### src/rtl/dr2alu_pkg.sv
// Shared types and constants for the dyadic root-2 ring ALU.
package dr2alu_pkg;

  localparam int ACTION_WIDTH = 3;
  localparam int LDE_WIDTH    = 9;

  typedef enum logic [ACTION_WIDTH-1:0] {
    ACT_ADD = 3'd0,
    ACT_SUB = 3'd1,
    ACT_MUL = 3'd2,
    ACT_EQ  = 3'd3,
    ACT_LDE = 3'd4
  } action_t;

endpackage

### src/rtl/dr2alu_tz.sv
// Trailing-zero counter with an all-zero flag.
module dr2alu_tz
  import dr2alu_pkg::*;
#(
  parameter int WIDTH = 32
) (
  input  logic [WIDTH-1:0]         value,
  output logic [$clog2(WIDTH+1)-1:0] count,
  output logic                     zero
);
  localparam int CW = $clog2(WIDTH + 1);

  always_comb begin
    count = '0;
    for (int i = WIDTH - 1; i >= 0; i--) begin
      if (value[i]) count = CW'(i);
    end
    zero = (value == '0);
  end
endmodule

### config.mk
export PLATFORM = sky130hd
export DESIGN_NAME = dr2alu_tz
export DESIGN_NICKNAME = d
export VERILOG_FILES = /design/src/rtl/dr2alu_pkg.sv /design/src/rtl/dr2alu_tz.sv
export SDC_FILE = /design/constraint.sdc
export NUM_CORES = 1
export LEC_CHECK = 0
export BUFFER_PORTS_ARGS = -buffer_cell sky130_fd_sc_hd__buf_2
export CELL_PAD_IN_SITES_DETAIL_PLACEMENT = 1
export CELL_PAD_IN_SITES_GLOBAL_PLACEMENT = 1
export CORE_MARGIN = 3
export CORE_UTILIZATION = 25
export DETAILED_ROUTE_END_ITERATION = 8
export PLACE_DENSITY_LB_ADDON = 0.15
export SYNTH_ARGS = -nofsm -noshare
export SYNTH_HDL_FRONTEND = slang
export SYNTH_SLANG_ARGS = --single-unit
### constraint.sdc
create_clock -name vclk -period 1.7
set_input_delay 0.085 -clock vclk [all_inputs]
set_output_delay 0.085 -clock vclk [all_outputs]
set_load 0.01 [all_outputs]
* After elaboration in Yosys (flattened, before gate mapping)
Index checks and enable logic that the tools add are counted.
** Word-level totals
- Bits in registers :: 0
- Input port bits :: 32
- Output and inout port bits :: 7
- Word-level logic and storage cells :: 33
** Cells by class
- Multiplexer cells :: 32
- Reduce and logical (&&, ||, !) cells :: 1
** Operators by type and width (count)
- $mux W6 :: 31
- $logic_not A32 Y1 :: 1
- $mux W5 :: 1

* Logic depth before layout (Yosys ltp)
Gate-level depths: netlist of the first run.
- Depth after elaboration :: 32
- Depth in mapped cells :: 5
- Depth with buffers taken out :: 5

* Least setup slack after synthesis of the first run
OpenSTA, ideal clock, no wires.
- Path kind :: input port to output port
- Start point :: input value[23]
- End point :: output zero
- Arrival :: 1068 ps
- Required time :: 1615 ps
- Setup slack :: 547 ps
- Stages :: 2
- Buffers on the path :: 0
- Cells stage by stage :: or4_1 -> nor4_1
** On the way
- Longest elaborated chain between the ends :: 1
** RTL lines
- start, declared :: line dr2alu_tz.sv:7 : input logic [WIDTH-1:0] value,
- $logic_not A32 Y1 :: line dr2alu_tz.sv:18 : zero = (value == '0);
- end, declared :: line dr2alu_tz.sv:9 : output logic zero
Every way passes these cells.

* Worst setup path after layout of the first run
- Start point :: input value[23]
- End point :: output count[3]
** On the way
- Longest elaborated chain between the ends :: 24
** RTL lines
- $mux W6 (24 in series) :: line dr2alu_tz.sv:16 : if (value[i]) count = CW'(i);
- end, declared :: line dr2alu_tz.sv:8 : output logic [$clog2(WIDTH+1)-1:0] count,
Every way passes these cells.

==> flow_metrics.tcl, run 1 <==
set metrics [dict create \
    postCtsHoldBufs 0 \
    grt_pass1_vias 646 \
    synth_nets 99 \
    end_kind "output pin" \
    total_power_mw 0.109 \
    yosys_warnings 0 \
    finalCritPeriodShare 0.818 \
    fmax_mhz 720 \
    nFlopsAndLatches 0 \
    slew_violations 0 \
    synth_area_per_cell_um2 5.92 \
    ant_nets 0 \
    setup.worst_path.class "in2out" \
    grt_max_degree 6 \
    cp_max_fo 3 \
    cap_violations 0 \
    ys_top_cells_by_area "nor4_1, nor2_1, a21oi_1" \
    routed_via_density 5.39 \
    num-fill-cells 211 \
    drt_drc_violations_left 0 \
    cp_data_required_time_ns 1.62 \
    hold_path_class "in2out" \
    worstSetupStartpointType "input pin" \
    finalHoldViolations 0 \
    dpl.hpwl_um 1430 \
    avgRoutedWirePerCell_um 12.9 \
    rsz0062_at_grt "false" \
    yosysTopAreaCell "nor4_1" \
    fp.dieW_um 45.8 \
    synthToLayoutAreaGrowth_pct 52.7 \
    switching_power_mw 0.0596 \
    routed_wl_um 1550 \
    overflow 0 \
    synthesis.area_um2 397 \
    netlist_instances 67 \
    initial_utilization 0.284 \
    ys_seq_area_frac 0 \
    yosysUniqueCellTypes 27 \
    drive_above_1_share 0.419 \
    fp-row-count 13 \
    drt_iter0_markers 0 \
    drt_pre_antenna_iters 1 \
    nNetsFinal 139 \
    gp_congestion 0.778 \
    setup_tns_ns 0 \
    arrival_ns 1.30 \
    cts_setup_buffers 0 \
    post_cts_resized 0 \
    p_comb_frac 1.000 \
    max-vdd-ir-drop_mv 0.0721 \
    power.share.sequential 0 \
    pin_count 39 \
    antenna_found_initial 0 \
    p_int_mw 0.0495 \
    grt_pass1_wl_um 2640 \
    coreArea_um2 1400 \
    dieArea_um2 2100 \
    grt_usage 0.160 \
    min_from "value[0]" \
    final-setup-viol-count 0 \
    swShare 0.547 \
    p_per_area_nw_per_um2 180 \
    antenna_cells 0 \
    io_buffers 38 \
    utilization 0.433 \
    num-clock-buffers 0 \
    synth_top_cells_by_count "nor2_1, nor4_1, a21oi_1, inv_1, nor3_1" \
    p_leak_nw 0.284 \
    crit_start "value[23]" \
    vias 647 \
    min_period_ns 1.39 \
    p_clk_frac 0 \
    regArea_um2 0 \
    outcome "completed" \
    die_y_um 45.8 \
    netlist.area_leader.share 0.142 \
]
==> power groups by stage <==
stage	Clock, mW	Sequential (mW)	Combinational, mW
after floorplan	0	0	0.0383
after global placement	0	0	0.107
after detailed placement	0	0	0.110
after CTS	0	0	0.111
after global routing	0	0	0.125
final	0	0	0.109
==> metrics by stage <==
step | hold slack, ns | cell area, um^2 | setup slack (ns) | cells
floorplan | 0.219 | 397 | 0.547 | 67
global placement | 0.456 | 606 | 0.301 | 120
detailed placement | 0.455 | 606 | 0.303 | 120
CTS | 0.456 | 606 | 0.296 | 120
global route | 0.481 | 606 | 0.136 | 120
finish | 0.453 | 606 | 0.310 | 120
==> final cells by class <==
class	instances	area, um^2	area share
Multi-Input combinational cell	60	367	0.605
Timing Repair Buffer	39	198	0.326
Inverter	6	22.5	0.0372
Tap cell	15	18.8	0.0310
==> logic make-up after synthesis <==
family,after synthesis,synth area share
buf+inv,7,0.0757
simple gates,36,0.514
compound gates,23,0.401
other cells,1,0.00945
==> layout by cell type, fill, tap and decap left out <==
| master | synthesis | routed |
|---|---|---|
| buf_2 | 0 | 38 |
| nor4_1 | 9 | 9 |
| nor2_1 | 9 | 9 |
| a21oi_1 | 6 | 6 |
| inv_1 | 6 | 6 |
| nor3_1 | 5 | 5 |
| nand2_1 | 4 | 4 |
| o31ai_1 | 4 | 4 |
| or4_1 | 3 | 3 |
| o21ai_0 | 2 | 2 |
| a2111oi_0 | 2 | 2 |
| and2_1 | 1 | 1 |
| or4_4 | 1 | 1 |
| a21oi_2 | 1 | 1 |
| o21ai_1 | 1 | 1 |
| a21boi_2 | 1 | 1 |
| a211oi_1 | 1 | 1 |
| nor3_2 | 1 | 1 |
| a21o_1 | 1 | 1 |
| o21a_1 | 1 | 1 |
| nor3b_2 | 1 | 1 |
| nor2b_1 | 1 | 1 |
| o2111ai_1 | 1 | 1 |
| a221oi_1 | 1 | 1 |
| nand3_1 | 1 | 1 |
| a31oi_1 | 1 | 1 |
| conb_1 | 1 | 1 |
| buf_4 | 1 | 1 |
==> metal layers <==
| layer | part of all wire | vias up | GRT usage |
|---|---|---|---|
| li1 | - | 341 | - |
| met1 | 0.47 | 286 | 0.230 |
| met2 | 0.47 | 20 | 0.279 |
| met3 | 0.067 | 0 | 0.00395 |
| met4 | 0 | 0 | 0 |
| met5 | 0 | - | 0 |
==> worst max-delay path, cell delays in order <==
cell,delay (ns)
buf_2,0.11
or4_1,0.58
nor2_1,0.17
nand2_1,0.09
a21oi_2,0.13
buf_2,0.13
==> worst paths after layout <==
check	to	slack (ns)	cells past startpoint
worst min-delay path	count[0]	0.45	3
worst max-delay path	count[3]	0.31	6
(Power assumes the default switching activity.)
==> run 2, diff against run 1 <==
- CORE_UTILIZATION: 25 -> 21
- clock period: 1.7 -> 1.2 ns (I/O delays scaled with it)
==> flow_metrics.tcl, run 2 (synthesis gave the netlist of run 1 again) <==
set metrics [dict create \
    outcome "complete, but fails checks" \
    violations "setup timing" \
    cp_data_required_time_ns 1.14 \
    power.share.sequential 0 \
    arrival_ns 1.21 \
    wl_met3_um 39 \
    switching_power_mw 0.124 \
    ant_nets 0 \
    drt_pre_antenna_iters 1 \
    finalHoldViolations 0 \
    p_comb_frac 1.000 \
    antenna_found_initial 0 \
    setup_tns_ns -0.257 \
    layout_commonest_cell "buf_2" \
    regArea_um2 0 \
    slew_violations 0 \
    initial_utilization 0.225 \
    coreArea_um2 1760 \
    nFlopsAndLatches 0 \
    setup_slack_ns -0.0716 \
    num-clock-buffers 0 \
    pin_count 39 \
    fmax_mhz 786 \
    die_y_um 49.5 \
    hold_path_depth 4 \
    final-setup-viol-count 5 \
    drive_above_1_share 0.667 \
    avgRoutedWirePerCell_um 14.7 \
    grt_pass1_vias 803 \
    setup.worst_path.class "in2out" \
    dieArea_um2 2450 \
    holdPathEnd "zero" \
    gp_congestion 0.730 \
    nNetsFinal 163 \
    end_kind "output pin" \
    worstSetupStartpointType "input pin" \
    place_ws_ns -0.142 \
    grt_usage 0.167 \
    p_clk_frac 0 \
    antenna_cells 0 \
    layout_common_cells "buf_2, buf_4, buf_6" \
    drt_drc_violations_left 0 \
    min_from "value[20]" \
    cp_max_fo 4 \
    swShare 0.470 \
    p_leak_nw 0.442 \
    fp-row-count 15 \
    p_per_area_nw_per_um2 266 \
    hold_path_class "in2out" \
    grt_max_degree 6 \
    rsz0062_at_grt "true" \
    dpl.hpwl_um 1660 \
    grt_pass1_wl_um 3400 \
    io_buffers 38 \
    postCtsHoldBufs 0 \
    vias 772 \
    fp.dieW_um 49.5 \
    routed_wl_um 2260 \
    synthToLayoutAreaGrowth_pct 150 \
    min_period_ns 1.27 \
    routed_via_density 5.01 \
    multi_input_area_um2 492 \
    num-fill-cells 248 \
    drt_iter0_markers 0 \
    p_int_mw 0.140 \
    met2_length_um 1350 \
    top_layer_used "met3" \
    wl_met1_um 870 \
    max-vdd-ir-drop_mv 0.150 \
    overflow 0 \
    finalCritPeriodShare 1.06 \
    cap_violations 0 \
]
==> run 2: cell count changes in the layout (fill, tap and decap cells not counted), moves of 3 or more <==
cell / previous run / this run
nor2_1: 9 / 6
buf_2: 38 / 28
nor4_4: 0 / 3
buf_6: 0 / 7
buf_4: 1 / 26
nor4_1: 9 / 4
==> run 2: worst max-delay path, stage by stage <==
cell	delay [ns]
buf_8	0.11
nor3b_4	0.18
nor3_2	0.06
o31ai_1	0.21
o2111ai_1	0.14
a221oi_1	0.27
buf_2	0.18
==> run 2: how the worst max path moves through the flow <==
| stage | endpoint | from | cells after the start |
|---|---|---|---|
| after floorplan | zero | value[23] | 2 |
| after global placement | zero | value[15] | 7 |
| after detailed placement | count[3] | value[23] | 6 |
| after CTS | count[1] | value[1] | 7 |
| after global routing | zero | value[27] | 6 |
| final | count[0] | value[30] | 7 |
==> run 2: area by class of cell <==
class | instances | area share
inverter | 6 | 0.0228
multi-input combinational | 60 | 0.497
tap | 25 | 0.0316
timing repair buffer | 63 | 0.449
==> run 2: what timing repair did <==
| item | in CTS | in global routing |
|---|---|---|
| pin swaps | 12 | 0 |
| hold endpoints to repair | 0 | 0 |
| gates cloned | 0 | 0 |
| endpoints found under the setup margin | 6 | 6 |
| buffers inserted | 1 | 1 |
| resized for setup | 30 | 12 |
==> run 2: through the flow <==
step | area [um^2] | hold slack, ns | instances | power, mW | utilization
finish | 990 | 0.515 | 154 | 0.263 | 0.561
global route | 990 | 0.539 | 154 | 0.287 | 0.561
CTS | 922 | 0.501 | 153 | 0.239 | 0.523
detailed placement | 783 | 0.493 | 152 | 0.200 | 0.444
global placement | 783 | 0.490 | 152 | 0.194 | 0.444
floorplan | 397 | 0.169 | 67 | 0.0543 | -
==> run 2: metal layers <==
metal,global-route usage,vias up
li1,-,388
met4,0,0
met2,0.350,12
met3,0.00604,0
met1,0.194,372
met5,0,-
==> run 2: power by group through the flow <==
stage	logic [mW]	clock network (mW)	registers [mW]
floorplan	0.0543	0	0
global placement	0.194	0	0
detailed placement	0.200	0	0
CTS	0.239	0	0
global route	0.287	0	0
finish	0.263	0	0
==> run 3, diff against run 2 <==
- SKIP_LAST_GASP: default -> 1
==> flow_metrics.tcl, run 3 (synthesis gave the netlist of run 1 again) <==
set metrics [dict create \
    min_period_ns 1.31 \
    drt_pre_antenna_iters 2 \
    cpPeakStageDelay_ns 0.43 \
    num-clock-buffers 0 \
    rsz0062_at_grt "true" \
    routed_wl_um 2270 \
    slew_violations 0 \
    postCtsHoldBufs 0 \
    setup.worst_path.class "in2out" \
    finalHoldViolations 0 \
    p_per_area_nw_per_um2 262 \
    violations "setup timing" \
    cp_max_fo 2 \
    pin_count 39 \
    dpl.hpwl_um 1660 \
    coreArea_um2 1760 \
    layout_common_cells "buf_2, buf_4, buf_6" \
    drt_iter0_markers 2 \
    fmax_mhz 765 \
    setup_slack_ns -0.108 \
    dieArea_um2 2450 \
    regArea_um2 0 \
    cp_num_buf_inv 3 \
    nFlopsAndLatches 0 \
    setup_tns_ns -0.447 \
    antenna_found_initial 0 \
    fp.dieW_um 49.5 \
    drt_drc_violations_left 0 \
    crit_top_cell "buf_2" \
    grt_usage 0.157 \
    hold_ws_ns 0.515 \
    initial_utilization 0.225 \
    cap_violations 0 \
    total_power_mw 0.261 \
    antenna_cells 0 \
    cp_data_required_time_ns 1.14 \
    vias 788 \
    final-setup-viol-count 6 \
    cp_top_family "compound AO/OA/AOI/OAI gates" \
    ant_nets 0 \
    fp-row-count 15 \
    hold_path_class "in2out" \
    worstSetupStartpointType "input pin" \
    avgRoutedWirePerCell_um 14.7 \
    nNetsFinal 163 \
    overflow 0 \
    gp_congestion 0.730 \
    grt_max_degree 6 \
    outcome "complete, but fails checks" \
    slowest_stage "a2111oi_1" \
    grt_pass1_wl_um 3190 \
    critical_path.cell_chain "buf_2 > buf_4 > a21oi_1 > o21a_1 > a2111oi_1 > a221oi_1 > buf_2" \
    arrival_ns 1.25 \
    grt_pass1_vias 767 \
    max-vdd-ir-drop_mv 0.146 \
    die_y_um 49.5 \
    finalCritPeriodShare 1.09 \
    end_kind "output pin" \
    routed_via_density 5.12 \
    layout_commonest_cell "buf_2" \
    multi_input_area_um2 490 \
    synthToLayoutAreaGrowth_pct 151 \
    num-fill-cells 252 \
    p_leak_nw 0.444 \
    drive_above_1_share 0.667 \
    io_buffers 38 \
]
==> run 3: what timing repair did <==
| item | in CTS | in global routing |
|---|---|---|
| gates cloned | 0 | 0 |
| endpoints found under the setup margin | 6 | 6 |
| setup buffers | 1 | 1 |
| pin swaps | 9 | 7 |
| resized for setup | 23 | 19 |
==> run 3: layout make-up <==
class / count / share of cell area
Multi-Input combinational cell: 60 / 0.493
Timing Repair Buffer: 63 / 0.453
Tap cell: 25 / 0.0314
Inverter: 6 / 0.0226
==> run 3: layer usage <==
| metal | GRT usage | share of wire | vias to the layer above |
|---|---|---|---|
| met4 | 0 | 0 | 0 |
| met2 | 0.319 | 0.60 | 16 |
| met1 | 0.188 | 0.37 | 378 |
| met5 | 0 | 0 | - |
| li1 | - | - | 394 |
| met3 | 0.00604 | 0.028 | 0 |
==> run 3: path summary, 6_finish.rpt <==
| check | start | endpoint | slack, ns | cells after the start |
|---|---|---|---|---|
| worst max-delay path | value[10] | count[0] | -0.11 | 7 |
| worst min-delay path | value[0] | count[0] | 0.52 | 4 |
==> run 3: power breakdown <==
part,internal (mW),switching [mW],total (mW),leakage (nW)
clock,0,0,0,0
combinational,0.139,0.122,0.261,0.444
sequential,0,0,0,0
total,0.139,0.122,0.261,0.444
==> run 3: per-stage QoR <==
step | utilization | instance area, um^2 | cells | setup WS (ns)
after CTS | 0.508 | 896 | 153 | -0.105
after detailed placement | 0.444 | 783 | 152 | -0.142
after global routing | 0.564 | 995 | 154 | -0.190
final | 0.564 | 995 | 154 | -0.108
after floorplan | - | 397 | 67 | 0.0968
after global placement | 0.444 | 783 | 152 | -0.147
